**src/sv/led_fade_effect_sequencer_macros.svh**
```systemverilog
// Assertion macros for the LED fade effect sequencer.
// Included by files that carry concurrent assertions; no other dependencies.
`ifndef LED_FADE_EFFECT_SEQUENCER_MACROS_SVH
`define LED_FADE_EFFECT_SEQUENCER_MACROS_SVH
`ifndef ASSERT_OFF
`define LFES_ASSERT(label, clk, rst, prop, msg) \
   label: assert property (@(posedge clk) disable iff (rst) prop) else $error(msg);
`define LFES_ASSERT_NEXT(label, clk, rst, pre, post, msg) \
   label: assert property (@(posedge clk) disable iff (rst) (pre) |=> (post)) else $error(msg);
`else
`define LFES_ASSERT(label, clk, rst, prop, msg)
`define LFES_ASSERT_NEXT(label, clk, rst, pre, post, msg)
`endif
`endif

```
**src/sv/lfes_pkg.sv**
```systemverilog
// Shared types and constants of the LED fade effect sequencer.
// No dependencies; used by every module of the block.
`default_nettype none

package lfes_pkg;

   localparam int COLOUR_W   = 8;
   localparam int TOTAL_W    = 16;
   localparam int TICKS_W    = 16;
   localparam int SLOT_W     = 3;
   localparam int MODE_W     = 2;
   localparam int CFG_W      = 4;
   localparam int CSR_ADDR_W = 2;
   localparam int CHANNELS   = 3;

   localparam int DEFAULT_MAX_STEPS = 8;

   // bit-serial divider: one quotient bit per cycle
   localparam int DIV_CNT_W = $clog2(COLOUR_W);

   // request payload layout
   localparam int REQ_DATA_W   = 64;
   localparam int SLOT_LSB     = 0;
   localparam int RED_LSB      = SLOT_LSB + SLOT_W;
   localparam int GREEN_LSB    = RED_LSB + COLOUR_W;
   localparam int BLUE_LSB     = GREEN_LSB + COLOUR_W;
   localparam int TOTAL_LSB    = BLUE_LSB + COLOUR_W;
   localparam int TICKS_LSB    = TOTAL_LSB + TOTAL_W;

   // response payload layout
   localparam int RSP_DATA_W   = 40;
   localparam int LVL_RED_LSB  = 0;
   localparam int LVL_GRN_LSB  = LVL_RED_LSB + COLOUR_W;
   localparam int LVL_BLU_LSB  = LVL_GRN_LSB + COLOUR_W;
   localparam int LVL_MONO_LSB = LVL_BLU_LSB + COLOUR_W;
   localparam int BUSY_BIT     = LVL_MONO_LSB + COLOUR_W;
   localparam int DONE_BIT     = BUSY_BIT + 1;

   // item kinds
   localparam logic [MODE_W-1:0] MODE_TICK  = 2'd0;
   localparam logic [MODE_W-1:0] MODE_LOAD  = 2'd1;
   localparam logic [MODE_W-1:0] MODE_START = 2'd2;

   // register indexes
   localparam logic [CSR_ADDR_W-1:0] CSR_STEP_COUNT    = 2'd0;
   localparam logic [CSR_ADDR_W-1:0] CSR_LOOP_FOREVER  = 2'd1;
   localparam logic [CSR_ADDR_W-1:0] CSR_MULTI_CHANNEL = 2'd2;

   localparam logic [CFG_W-1:0] STEP_COUNT_RESET = 4'd1;

   // sum/3 as sum*683 >> 11, exact for sums below 2048
   localparam int SUM_W     = COLOUR_W + 2;
   localparam int PROD_W    = 2 * SUM_W;
   localparam logic [SUM_W-1:0] AVG_RECIP = 10'd683;
   localparam int AVG_SHIFT = 11;

   typedef struct packed {
      logic [TICKS_W-1:0]  ticks;
      logic [TOTAL_W-1:0]  total;
      logic [COLOUR_W-1:0] blue;
      logic [COLOUR_W-1:0] green;
      logic [COLOUR_W-1:0] red;
   } step_entry_type;

endpackage

`default_nettype wire

```
**src/sv/lfes_step_table.sv**
```systemverilog
// Step table memory: one write port, one registered read port.
// Depends on lfes_pkg for the entry layout.
`default_nettype none

module lfes_step_table #(
   parameter int MAX_STEPS = lfes_pkg::DEFAULT_MAX_STEPS
) (
   input  logic                                               clock,
   input  logic                                               wr_en,
   input  logic [$clog2((MAX_STEPS > 1) ? MAX_STEPS : 2)-1:0] wr_addr,
   input  lfes_pkg::step_entry_type                           wr_data,
   input  logic [$clog2((MAX_STEPS > 1) ? MAX_STEPS : 2)-1:0] rd_addr,
   output lfes_pkg::step_entry_type                           rd_data
);

   lfes_pkg::step_entry_type mem_ff [MAX_STEPS];
   lfes_pkg::step_entry_type rd_data_ff;

   always_ff @(posedge clock) begin
      if (wr_en) begin
         mem_ff[wr_addr] <= wr_data;
      end
      rd_data_ff <= mem_ff[rd_addr];
   end

   assign rd_data = rd_data_ff;

endmodule

`default_nettype wire

```
**src/sv/lfes_serial_div.sv**
```systemverilog
// Bit-serial restoring divider: 8-bit magnitude by 16-bit divisor,
// one quotient bit per cycle. Depends on lfes_pkg for widths.
`default_nettype none

module lfes_serial_div (
   input  logic                          clock,
   input  logic                          reset,
   input  logic                          start,
   input  logic [lfes_pkg::COLOUR_W-1:0] dividend,
   input  logic [lfes_pkg::TOTAL_W-1:0]  divisor,
   output logic                          done,
   output logic [lfes_pkg::COLOUR_W-1:0] quotient
);

   localparam int CW = lfes_pkg::COLOUR_W;
   localparam int NW = lfes_pkg::DIV_CNT_W;

   logic                             busy_ff;
   logic                             done_ff;
   logic [NW-1:0]                    cnt_ff;
   logic [CW-1:0]                    dvd_ff;   // dividend out on top, quotient in at bottom
   logic [CW-1:0]                    rem_ff;
   logic [lfes_pkg::TOTAL_W-1:0]     divisor_ff;

   logic [CW:0]   rem_sh;
   logic [CW:0]   rem_sub;
   logic          fits;
   logic [CW-1:0] rem_in;

   // partial remainder never exceeds the dividend prefix, so 8 bits hold it
   always_comb begin
      rem_sh  = {rem_ff, dvd_ff[CW-1]};
      fits    = lfes_pkg::TOTAL_W'(rem_sh) >= divisor_ff;
      rem_sub = rem_sh - divisor_ff[CW:0];
      rem_in  = fits ? rem_sub[CW-1:0] : rem_sh[CW-1:0];
   end

   always_ff @(posedge clock) begin
      if (reset) begin
         busy_ff <= 1'b0;
         done_ff <= 1'b0;
         cnt_ff  <= '0;
      end else begin
         done_ff <= busy_ff && (cnt_ff == '0);
         if (start) begin
            busy_ff <= 1'b1;
            cnt_ff  <= NW'(CW - 1);
         end else if (busy_ff) begin
            if (cnt_ff == '0) begin
               busy_ff <= 1'b0;
            end else begin
               cnt_ff <= cnt_ff - NW'(1);
            end
         end
      end
   end

   always_ff @(posedge clock) begin
      if (start) begin
         dvd_ff     <= dividend;
         rem_ff     <= '0;
         divisor_ff <= divisor;
      end else if (busy_ff) begin
         dvd_ff <= {dvd_ff[CW-2:0], fits};
         rem_ff <= rem_in;
      end
   end

   assign done     = done_ff;
   assign quotient = dvd_ff;

endmodule

`default_nettype wire

```
**src/sv/led_fade_effect_sequencer.sv**
```systemverilog
// LED fade effect sequencer for one LED. Every request transaction returns one
// response with the current levels. Load items and idle ticks go to ST_FINISH,
// which fills the response register; a start first passes the step-table read
// states ST_ARM_WAIT and ST_ARM_LOAD that arm the tick countdown, and a tick
// that takes a fade substep passes ST_SETUP to set up from the table entry,
// ST_DIVIDE in the three bit-serial dividers (one quotient bit per cycle, all
// channels in parallel) and both read states to arm the next countdown; the tick
// that ends a one-shot effect skips the rearm. One item is worked on at a time;
// the response register lets the next request in while a response waits. The step
// table has no reset: start or tick only through entries that have been loaded.
// Depends on lfes_pkg, lfes_step_table, lfes_serial_div and the macro header.
`default_nettype none
`include "led_fade_effect_sequencer_macros.svh"

module led_fade_effect_sequencer #(
   parameter int MAX_STEPS = lfes_pkg::DEFAULT_MAX_STEPS
) (
   input  logic                              clock,
   input  logic                              reset,
   // tdata: step_slot[2:0], target_red[10:3], target_green[18:11],
   //        target_blue[26:19], substep_total[42:27], substep_ticks[58:43]
   input  logic                              req_tvalid,
   output logic                              req_tready,
   input  logic [lfes_pkg::REQ_DATA_W-1:0]   req_tdata,
   input  logic [lfes_pkg::MODE_W-1:0]       req_tuser,   // mode[1:0]
   // tdata: level_red[7:0], level_green[15:8], level_blue[23:16],
   //        level_mono[31:24], busy_res[32], effect_done[33]
   output logic                              rsp_tvalid,
   input  logic                              rsp_tready,
   output logic [lfes_pkg::RSP_DATA_W-1:0]   rsp_tdata,
   input  logic                              csr_we,
   input  logic [lfes_pkg::CSR_ADDR_W-1:0]   csr_addr,
   input  logic [lfes_pkg::CFG_W-1:0]        csr_wdata
);

   localparam int AW = (MAX_STEPS > 1) ? $clog2(MAX_STEPS) : 1;
   localparam int CW = $clog2(MAX_STEPS + 1);
   localparam int EW = (CW > lfes_pkg::CFG_W) ? CW : lfes_pkg::CFG_W;
   localparam int LW = lfes_pkg::COLOUR_W;
   localparam int TW = lfes_pkg::TOTAL_W;
   localparam int NC = lfes_pkg::CHANNELS;

   typedef enum logic [5:0] {
      ST_IDLE     = 6'b000001,
      ST_SETUP    = 6'b000010,
      ST_DIVIDE   = 6'b000100,
      ST_ARM_WAIT = 6'b001000,
      ST_ARM_LOAD = 6'b010000,
      ST_FINISH   = 6'b100000
   } state_type;

   state_type                       state_ff, state_in;
   logic [NC-1:0][LW-1:0]           colour_ff, colour_in;
   logic [AW-1:0]                   step_pos_ff, step_pos_in;
   logic [TW-1:0]                   sub_pos_ff, sub_pos_in;
   logic [lfes_pkg::TICKS_W-1:0]    countdown_ff, countdown_in;
   logic                            active_ff, active_in;
   logic                            done_ff, done_in;
   logic                            last_ff, last_in;
   logic [NC-1:0]                   neg_ff, neg_in;
   logic [lfes_pkg::CFG_W-1:0]      step_count_ff;
   logic                            loop_ff;
   logic                            multi_ff;
   logic                            rsp_valid_ff, rsp_valid_in;
   logic [lfes_pkg::RSP_DATA_W-1:0] rsp_data_ff, rsp_data_in;

   logic                            req_accept;
   logic [lfes_pkg::MODE_W-1:0]     req_mode;
   logic [lfes_pkg::SLOT_W-1:0]     req_slot;
   lfes_pkg::step_entry_type        wr_entry;
   lfes_pkg::step_entry_type        rd_entry;
   logic                            wr_en;

   logic [EW-1:0]                   eff_count;
   logic [EW-1:0]                   step_next;
   logic [lfes_pkg::TICKS_W-1:0]    countdown_dec;
   logic [NC-1:0][LW-1:0]           target;
   logic [NC-1:0][LW-1:0]           div_dvd;
   logic [NC-1:0]                   div_neg;
   logic [NC-1:0][LW-1:0]           div_q;
   logic [NC-1:0]                   div_done;
   logic [TW-1:0]                   left;
   logic                            div_start;
   logic [lfes_pkg::SUM_W-1:0]      sum;
   logic [lfes_pkg::PROD_W-1:0]     prod;

   // ---------------- request unpack and step table ----------------
   assign req_tready = (state_ff == ST_IDLE);
   assign req_accept = req_tvalid && req_tready;
   assign req_mode   = req_tuser;
   assign req_slot   = req_tdata[lfes_pkg::SLOT_LSB +: lfes_pkg::SLOT_W];

   always_comb begin
      wr_entry.red   = req_tdata[lfes_pkg::RED_LSB   +: LW];
      wr_entry.green = req_tdata[lfes_pkg::GREEN_LSB +: LW];
      wr_entry.blue  = req_tdata[lfes_pkg::BLUE_LSB  +: LW];
      wr_entry.total = req_tdata[lfes_pkg::TOTAL_LSB +: TW];
      wr_entry.ticks = req_tdata[lfes_pkg::TICKS_LSB +: lfes_pkg::TICKS_W];
   end

   // slots past the table depth are dropped
   assign wr_en = req_accept && (req_mode == lfes_pkg::MODE_LOAD)
                  && (32'(req_slot) < MAX_STEPS);

   lfes_step_table #(
      .MAX_STEPS (MAX_STEPS)
   ) u_step_table (
      .clock   (clock),
      .wr_en   (wr_en),
      .wr_addr (AW'(req_slot)),
      .wr_data (wr_entry),
      .rd_addr (step_pos_ff),
      .rd_data (rd_entry)
   );

   // ---------------- fade dividers ----------------
   assign target    = {rd_entry.blue, rd_entry.green, rd_entry.red};
   assign div_start = (state_ff == ST_SETUP);
   assign left      = (rd_entry.total > sub_pos_ff) ? (rd_entry.total - sub_pos_ff) : TW'(1);

   always_comb begin
      for (int c = 0; c < NC; c++) begin
         div_neg[c] = target[c] < colour_ff[c];
         div_dvd[c] = div_neg[c] ? (colour_ff[c] - target[c]) : (target[c] - colour_ff[c]);
      end
   end

   for (genvar g = 0; g < NC; g++) begin : g_div
      lfes_serial_div u_div (
         .clock    (clock),
         .reset    (reset),
         .start    (div_start),
         .dividend (div_dvd[g]),
         .divisor  (left),
         .done     (div_done[g]),
         .quotient (div_q[g])
      );
   end

   // ---------------- configuration ----------------
   always_ff @(posedge clock) begin
      if (reset) begin
         step_count_ff <= lfes_pkg::STEP_COUNT_RESET;
         loop_ff       <= 1'b0;
         multi_ff      <= 1'b1;
      end else if (csr_we) begin
         case (csr_addr)
            lfes_pkg::CSR_STEP_COUNT: begin
               step_count_ff <= csr_wdata;
            end
            lfes_pkg::CSR_LOOP_FOREVER: begin
               loop_ff <= csr_wdata[0];
            end
            lfes_pkg::CSR_MULTI_CHANNEL: begin
               multi_ff <= csr_wdata[0];
            end
            default: begin
            end
         endcase
      end
   end

   assign eff_count = (EW'(step_count_ff) > EW'(MAX_STEPS)) ? EW'(MAX_STEPS)
                                                            : EW'(step_count_ff);
   assign step_next = EW'(step_pos_ff) + EW'(1);
   assign countdown_dec = (countdown_ff == '0) ? countdown_ff
                                               : (countdown_ff - lfes_pkg::TICKS_W'(1));

   // ---------------- response levels ----------------
   assign sum  = lfes_pkg::SUM_W'(colour_ff[0]) + lfes_pkg::SUM_W'(colour_ff[1])
               + lfes_pkg::SUM_W'(colour_ff[2]);
   assign prod = lfes_pkg::PROD_W'(sum) * lfes_pkg::PROD_W'(lfes_pkg::AVG_RECIP);

   always_comb begin
      rsp_data_in = '0;
      if (multi_ff) begin
         rsp_data_in[lfes_pkg::LVL_RED_LSB +: LW] = colour_ff[0];
         rsp_data_in[lfes_pkg::LVL_GRN_LSB +: LW] = colour_ff[1];
         rsp_data_in[lfes_pkg::LVL_BLU_LSB +: LW] = colour_ff[2];
      end else begin
         rsp_data_in[lfes_pkg::LVL_MONO_LSB +: LW] = prod[lfes_pkg::AVG_SHIFT +: LW];
      end
      rsp_data_in[lfes_pkg::BUSY_BIT] = active_ff;
      rsp_data_in[lfes_pkg::DONE_BIT] = done_ff;
   end

   // ---------------- sequencer ----------------
   always_comb begin
      state_in     = state_ff;
      colour_in    = colour_ff;
      step_pos_in  = step_pos_ff;
      sub_pos_in   = sub_pos_ff;
      countdown_in = countdown_ff;
      active_in    = active_ff;
      done_in      = done_ff;
      last_in      = last_ff;
      neg_in       = neg_ff;
      rsp_valid_in = rsp_valid_ff && !rsp_tready;
      case (state_ff)
         ST_IDLE: begin
            if (req_accept) begin
               done_in  = 1'b0;
               state_in = ST_FINISH;
               if (req_mode == lfes_pkg::MODE_START) begin
                  step_pos_in = '0;
                  sub_pos_in  = '0;
                  if (eff_count != '0) begin
                     active_in = 1'b1;
                     state_in  = ST_ARM_WAIT;
                  end else begin
                     active_in    = 1'b0;
                     countdown_in = '0;
                  end
               end else if ((req_mode == lfes_pkg::MODE_TICK) && active_ff) begin
                  countdown_in = countdown_dec;
                  if (countdown_dec == '0) begin
                     state_in = ST_SETUP;
                  end
               end
            end
         end
         ST_SETUP: begin
            // table entry for the current step is in the read register now
            last_in  = ({1'b0, sub_pos_ff} + (TW+1)'(1)) >= {1'b0, rd_entry.total};
            neg_in   = div_neg;
            state_in = ST_DIVIDE;
         end
         ST_DIVIDE: begin
            if (&div_done) begin
               for (int c = 0; c < NC; c++) begin
                  colour_in[c] = neg_ff[c] ? (colour_ff[c] - div_q[c])
                                           : (colour_ff[c] + div_q[c]);
               end
               state_in = ST_ARM_WAIT;
               if (!last_ff) begin
                  sub_pos_in = sub_pos_ff + TW'(1);
               end else begin
                  sub_pos_in = '0;
                  if (step_next >= eff_count) begin
                     if (loop_ff && (eff_count != '0)) begin
                        step_pos_in = '0;
                     end else begin
                        active_in = 1'b0;
                        done_in   = 1'b1;
                        state_in  = ST_FINISH;
                     end
                  end else begin
                     step_pos_in = step_pos_ff + AW'(1);
                  end
               end
            end
         end
         ST_ARM_WAIT: begin
            state_in = ST_ARM_LOAD;
         end
         ST_ARM_LOAD: begin
            countdown_in = rd_entry.ticks;
            state_in     = ST_FINISH;
         end
         ST_FINISH: begin
            if (!rsp_valid_ff || rsp_tready) begin
               rsp_valid_in = 1'b1;
               state_in     = ST_IDLE;
            end
         end
         default: begin
            state_in = ST_IDLE;
         end
      endcase
   end

   always_ff @(posedge clock) begin
      if (reset) begin
         state_ff     <= ST_IDLE;
         colour_ff    <= '0;
         step_pos_ff  <= '0;
         sub_pos_ff   <= '0;
         countdown_ff <= '0;
         active_ff    <= 1'b0;
         done_ff      <= 1'b0;
         rsp_valid_ff <= 1'b0;
      end else begin
         state_ff     <= state_in;
         colour_ff    <= colour_in;
         step_pos_ff  <= step_pos_in;
         sub_pos_ff   <= sub_pos_in;
         countdown_ff <= countdown_in;
         active_ff    <= active_in;
         done_ff      <= done_in;
         rsp_valid_ff <= rsp_valid_in;
      end
   end

   always_ff @(posedge clock) begin
      last_ff <= last_in;
      neg_ff  <= neg_in;
      if ((state_ff == ST_FINISH) && (!rsp_valid_ff || rsp_tready)) begin
         rsp_data_ff <= rsp_data_in;
      end
   end

   assign rsp_tvalid = rsp_valid_ff;
   assign rsp_tdata  = rsp_data_ff;

   // ---------------- assertions ----------------
   `LFES_ASSERT_NEXT(a_one_item, clock, reset, req_accept, !req_tready, "second item taken while busy")
   `LFES_ASSERT(a_done_idle, clock, reset, (rsp_tvalid && rsp_tdata[lfes_pkg::DONE_BIT]) |-> !rsp_tdata[lfes_pkg::BUSY_BIT], "effect_done with busy set")
   `LFES_ASSERT(a_step_range, clock, reset, 32'(step_pos_ff) < MAX_STEPS, "step position past table")
   `LFES_ASSERT(a_div_state, clock, reset, (|div_done) |-> (state_ff == ST_DIVIDE), "divider result outside divide state")

endmodule

`default_nettype wire
```
**config.mk**
```make
export PLATFORM = sky130hd
export DESIGN_NAME = led_fade_effect_sequencer
export DESIGN_NICKNAME = d
export VERILOG_FILES = /design/src/sv/lfes_pkg.sv /design/src/sv/lfes_step_table.sv /design/src/sv/lfes_serial_div.sv /design/src/sv/led_fade_effect_sequencer.sv
export VERILOG_INCLUDE_DIRS = /design/src /design/src/sv
export SDC_FILE = /design/constraint.sdc
export NUM_CORES = 1
export LEC_CHECK = 0
export BUFFER_PORTS_ARGS = -buffer_cell sky130_fd_sc_hd__buf_2
export CAP_MARGIN = 15
export CORE_ASPECT_RATIO = 0.6
export CORE_MARGIN = 2
export CORE_UTILIZATION = 60
export DETAILED_ROUTE_END_ITERATION = 8
export PLACE_DENSITY = 0.78
export SLEW_MARGIN = 5
export SYNTH_ARGS = -nofsm -noshare
export SYNTH_HDL_FRONTEND = slang
export SYNTH_SLANG_ARGS = --single-unit
```
**constraint.sdc**
```tcl
create_clock -name clock -period 19.47 [get_ports clock]
set_input_delay 0.9735 -clock clock [delete_from_list [all_inputs] [get_ports clock]]
set_output_delay 0.9735 -clock clock [all_outputs]
set_load 0.01 [all_outputs]
```
==> reports/results.tsv, run 1 <==
metric	value	unit
status	completed	
synthTopCellsByArea	edfxtp_1, dfxtp_1, ha_1, mux4_2, fa_1	
core_area	55900	um^2
drc	0	
crit_path_max_fanout	7	
yosysUniqueCellTypes	91	
cts.repair.resized	0	
vias	20900	
cp_top_family	adder cells	
internal-power	2.45	mW
max_slew_margin	0.266	
finClkSkew	36.2	ps
period_minus_slack	7180	ps
port_buffers	107	
cap_violations	0	
wl_per_cell	21.2	um
slowest_stage	fa_1	
slowest_delay	580	ps
die_h	188	um
globalplace.congestion	0.904	
syn_avg_cell_area	13.4	um^2
critPathArrivalTime	7550	ps
synth-adder-area-share	0.102	
grt_max_degree	91	
yosys_warnings	0	
rsz0062_at_grt	no	
boundaryPins	119	
cts_root_buf	clkbuf_16	
clockPowerShare	0.400	
synth.most_common_cell	edfxtp_1	
drv_slew	0	
grt_pass1_vias	21000	
cp_num_buf_inv	4	
dp_worst_setup_slack	12280	ps
synth_area_leader_cell	edfxtp_1	
grt_pass1_wl	115	mm
start_util	0.607	
placement_rows	67	
drive_gt1_frac	0.168	
synthSimpleGateAreaFrac	0.0813	
synth_xor_area_frac	0.0284	
synth_edf_count	526	
whs	452	ps
muxShareOfSynthArea	0.108	
rrSetupSlack	12290	ps
p_sw	0.746	mW
power	3.20	mW
cts_sinks	695	
cts_made_buffers	60	
synthCells	2529	
netlist_area	34000	um^2
ant_nets	0	
p_comb_frac	0.087	
tns	0	ps
end_kind	flip-flop	
grt_use_total	0.249	
finalHoldViolCount	0	
firstDrtPassIters	5	
cts_hold_buf	0	
path_class	reg -> reg	
cts_tree	built	
fill_cells	3863	
cts_max_level	2	
path_cells	inv_1 > fa_1 > inv_1 > ha_1 > fa_1 > a21oi_1 > o21ai_0 > nor2b_1 > ha_1 > ha_1 > ha_1 > inv_1 > fa_1 > fa_1 > inv_1 > ha_1 > o211ai_1 > a211oi_1 > o211ai_1 > a21o_1 > a21boi_0 > o22ai_1 > mux2_2	
final_area	37400	um^2
syn2layout_area_growth	10.1	%
clock_path_buffers	3	
hpwl	47.7	mm
clk_pin_slew	70	ps
synth_top_cells_by_count	edfxtp_1, ha_1, inv_1	
hold_depth	0	
tightestPinTransition	1100	ps
antenna_found_initial	9	
cts_setup_buffers	0	
worstSetupStartpointType	flip-flop	
layout_setup_ws	12290	ps
die-area	58600	um^2
async_reset_ff_frac	0	
hp-start	done_ff	
finalCritPeriodShare	0.369	
vias_per_cell	6.06	
insertion_delay	650	ps
cp.required	19850	ps
rr_worst_depth	23	
synth_compound_area_frac	0.0811	
setup_violations	0	
fin_nets	2956	
ys_seq_area_frac	0.565	
placed_area	35200	um^2
switching_share	0.233	
yosysTopAreaCellShare	0.465	
peakVddDrop	77.6	uV
worst_r2r_endpoint	rsp_tdata[30]	
r2r_start	colour_ff[1]	
drtIter0Drc	1723	
gr-total-overflow	0	
ys.flop_type	edfxtp_1	
sequentialPowerShare	0.512	
fp.dieW	311	um
crit_top_cell	ha_1	
max_freq	139	MHz
powerDensity	85.5	nW/um^2
hp-class	reg -> reg	
cellLeakagePower	13.8	nW
ys_ff_latch	695	
wl	73.1	mm
synth_top_family_by_area	multiplexers	
min_to	rsp_tdata[33]	
-- how the worst max path moves through the flow --
stage | start | endpoint | slack (ps) | cells after the start
floorplan | colour_ff[1] | rsp_tdata[30] | 12820 | 24
global placement | colour_ff[1] | rsp_tdata[30] | 12340 | 25
detailed placement | colour_ff[1] | rsp_tdata[30] | 12280 | 23
CTS | colour_ff[1] | rsp_tdata[30] | 12260 | 23
global route | colour_ff[1] | rsp_tdata[30] | 11940 | 23
finish | colour_ff[1] | rsp_tdata[30] | 12290 | 23
-- cell usage in the layout, fill, tap and decap left out, types with 23 or more instances in the layout --
cell type | synthesis | routed
a21oi_1 | 125 | 125
and2_1 | 30 | 30
buf_2 | 10 | 107
buf_4 | 8 | 23
clkbuf_16 | 0 | 62
dfxtp_1 | 169 | 166
edfxtp_1 | 526 | 526
fa_1 | 43 | 43
ha_1 | 207 | 207
inv_1 | 191 | 191
mux2_2 | 62 | 62
mux2i_1 | 43 | 43
mux4_2 | 112 | 112
nand2_1 | 111 | 111
nand2b_1 | 25 | 25
nand3_1 | 31 | 31
nor2_1 | 150 | 144
nor2b_1 | 35 | 34
nor3_1 | 51 | 49
o21ai_0 | 102 | 102
xnor2_1 | 89 | 89
-- cells by family (layout without fill, tap and decap cells) --
family / after synthesis / after routing
flops: 695 / 695
simple gates: 536 / 536
compound gates: 429 / 429
buf+inv: 291 / 438
fa+ha+maj: 250 / 250
mux: 217 / 217
xor+xnor: 110 / 110
other cells: 1 / 14
-- sequential cells by signal, indices dropped and copies added (netlist names), 24 cells and up --
register and flops:
colour_ff 24, g_div.u_div.quotient 24, g_div.u_div.rem_ff 24, rsp_tdata 34, u_step_table.mem_ff 448, u_step_table.rd_data 56
-- layer usage --
layer,track usage,vias to the layer above,part of all wire
li1,-,9618,-
met1,0.357,10500,0.45
met2,0.397,707,0.47
met3,0.0416,107,0.065
met4,0.0743,2,0.020
met5,0,-,0.000096
-- power groups by stage --
stage               logic (mW)  clock network, mW  registers [mW]
global placement         0.262                  0            1.67
floorplan                0.212                  0            1.67
finish                   0.279               1.28            1.64
CTS                      0.275               1.30            1.64
global route             0.307               1.36            1.64
detailed placement       0.271                  0            1.67
-- worst reg2reg max path, stage by stage (launching register included) --
cell,delay [ps]
dfxtp_1,500
inv_1,240
fa_1,580
inv_1,40
ha_1,210
fa_1,420
a21oi_1,190
o21ai_0,140
nor2b_1,440
ha_1,350
ha_1,300
ha_1,290
inv_1,60
fa_1,510
fa_1,520
inv_1,40
ha_1,280
o211ai_1,130
a211oi_1,460
o211ai_1,180
a21o_1,240
a21boi_0,370
o22ai_1,140
mux2_2,300
-- area by class of cell --
| type | count | area (um^2) | area share |
|---|---|---|---|
| multi-input combinational | 1548 | 13700 | 0.366 |
| timing repair buffer | 130 | 708 | 0.0189 |
| clock inverter | 37 | 472 | 0.0126 |
| clock buffer | 77 | 1660 | 0.0443 |
| antenna | 8 | 20.0 | 0.000535 |
| inverter | 194 | 733 | 0.0196 |
| tap | 759 | 950 | 0.0254 |
| sequential | 695 | 19200 | 0.513 |
-- stage by stage --
| stage | cells | util |
|---|---|---|
| after detailed placement | 3326 | 0.630 |
| after global routing | 3447 | 0.669 |
| after global placement | 3326 | 0.630 |
| after floorplan | 2534 | - |
| after CTS | 3440 | 0.668 |
| final | 3448 | 0.669 |
(Power assumes the default switching activity.)
==> run 2: changes to the inputs <==
CORE_UTILIZATION = 56   (was 60)
PLACE_DENSITY = 0.77   (was 0.78)
clock period = 6.2 ns   (was 19.47 ns; I/O delays follow)
==> reports/results.tsv, run 2 (same netlist as run 1, synthesis figures left out) <==
metric	value	unit	change
status	completed		
hp-class	in -> reg		
boundaryPins	119		unchanged
grt_max_degree	87		-4.4%
fp.dieW	322	um	+3.5%
crit_path_max_fanout	3		-4
ant_nets	0		unchanged
sequentialPowerShare	0.503		-0.009
path_class	reg -> reg		
power	10.2	mW	+220%
top_register	u_step_table.mem_ff		
met2_usage	0.371		-0.0264
cts_sinks	695		unchanged
cap_violations	0		unchanged
largest_register_ffs	448		unchanged
cts_made_buffers	66		+10%
globalplace.congestion	0.914		+1.1%
gr-total-overflow	0		unchanged
grt_use_total	0.242		-0.00697
p_sw	2.42	mW	+220%
r2r_start	colour_ff[1]		
critPathArrivalTime	6400	ps	-1150 ps
min_to	loop_ff		
use_met3	0.0433		+0.00174
grt_pass1_wl	118	mm	+2.7%
wl	75.3	mm	+3.1%
max_slew_margin	0.219		-0.0469
final_util	0.649		-0.0203
cts_tree	built		
p_comb_frac	0.089		+0.002
cp.required	6590	ps	-13260 ps
worstSetupStartpoint	colour_ff[1]		
finClkSkew	41.7	ps	+5.44 ps
hp-start	csr_we		
worst_r2r_endpoint	rsp_tdata[30]		
fin_nets	3060		+3.5%
cellLeakagePower	14.3	nW	+3.7%
peakVddDrop	248	uV	+220%
cts_root_buf	clkbuf_16		
max_freq	166	MHz	+19%
die_h	195	um	+3.4%
placed_area	35600	um^2	+0.93%
hpwl	48.6	mm	+2.0%
final_area	38600	um^2	+3.3%
dp.cells	3377		+1.5%
tightestPinTransition	1170	ps	+67.9 ps
clk_pin_slew	80	ps	about the same
cts_max_level	3		+1
drtIter0Drc	1832		+6.3%
worstSetupStartpointType	flip-flop		
switching_share	0.236		+0.00325
drv_slew	0		unchanged
clockPowerShare	0.408		+0.008
setup_violations	0		unchanged
start_util	0.570		-0.0373
vias_per_cell	5.97		-1.5%
powerDensity	265	nW/um^2	+210%
period_minus_slack	6010	ps	-1170 ps
grt_pass1_vias	21400		+2.2%
whs	123	ps	-329 ps
internal-power	7.82	mW	+220%
finalCritPeriodShare	0.969		+0.600
port_buffers	107		unchanged
antenna_found_initial	4		-5
finalHoldViolCount	0		unchanged
met1_usage	0.360		+0.00390
hold_depth	4		+4
final_common_cell	edfxtp_1		
mostFrequentLayoutCells	edfxtp_1, ha_1, inv_1		
clock_path_buffers	3		unchanged
core_area	59600	um^2	+6.5%
end_kind	flip-flop		
placement_rows	69		+3.0%
insertion_delay	630	ps	-20 ps
top_usage_layer	met2		
stdcell_count	3571		+3.6%
vias	21300		+2.0%
layout_setup_ws	192	ps	-12100 ps
syn2layout_area_growth	13.8	%	
tns	0	ps	unchanged
die-area	62700	um^2	+7.0%
rrSetupSlack	190	ps	-12100 ps
dp_worst_setup_slack	-64.9	ps	-12340 ps
drive_gt1_frac	0.184		+0.0166
drc	0		unchanged
firstDrtPassIters	6		+1
wl_per_cell	21.1	um	-0.42%
rr_worst_depth	24		+4.3%
[run 2: changes by cell type in the layout (fill, tap and decap cells not counted), sizes merged]
| cell | previous run | this run |
|---|---|---|
| clkbuf | 77 | 89 |
| buf | 130 | 164 |
| dlygate4sd3 | 0 | 64 |
| clkinv | 25 | 18 |
| inv | 195 | 202 |
| bufinv | 9 | 6 |
| clkinvlp | 2 | 1 |
| diode | 8 | 3 |
[run 2: how the worst max path moves through the flow]
stage	to	depth (start not counted)
floorplan	rsp_tdata[30]	24
global placement	rsp_tdata[30]	24
detailed placement	rsp_tdata[30]	24
CTS	rsp_tdata[30]	25
global route	rsp_tdata[30]	24
finish	rsp_tdata[30]	24
[run 2: power groups by stage]
stage | clock [mW] | sequential (mW) | combinational [mW]
after floorplan | 0 | 5.23 | 0.665
after global placement | 0 | 5.24 | 0.822
after detailed placement | 0 | 5.25 | 0.848
after CTS | 4.25 | 5.15 | 0.896
after global routing | 4.42 | 5.16 | 1.00
final | 4.17 | 5.15 | 0.909
[run 2: per-layer routing]
| metal | routed length (um) | share of wire |
|---|---|---|
| met5 | 13 | 0.00017 |
| met4 | 1290 | 0.017 |
| met3 | 5580 | 0.074 |
| met2 | 34400 | 0.46 |
| met1 | 34000 | 0.45 |
[run 2: cell type report]
| class | instances | area [um^2] |
|---|---|---|
| diodes | 3 | 7.51 |
| clock buffers | 89 | 1820 |
| clock inverters | 33 | 409 |
| fillers | 4169 | 20900 |
| inverters | 194 | 733 |
| multi-input cells | 1548 | 13800 |
| flip-flops and latches | 695 | 19200 |
| well taps | 781 | 977 |
| repair buffers | 228 | 1670 |
[run 2: critical path, stage by stage, from the launching register on]
cell	delay, ps
dfxtp_2	330
inv_2	50
fa_1	530
inv_1	50
ha_2	190
fa_2	380
a21oi_2	200
o21ai_2	90
o21a_1	210
nor2_1	130
xnor2_1	180
ha_2	350
ha_4	260
fa_1	440
fa_1	510
inv_1	50
fa_1	490
inv_1	60
ha_4	270
and3_1	150
o211ai_1	120
a21o_1	200
a21boi_2	170
o22ai_2	100
mux2_2	280
[run 2: repair_timing]
action | CTS | global route
resized for setup | 1 | 24
buffers inserted | 1 | 4
setup endpoints to repair | 1 | 6
hold buffers | 64 | 0
pin swaps | 1 | 15
endpoints found under the hold margin | 455 | 0
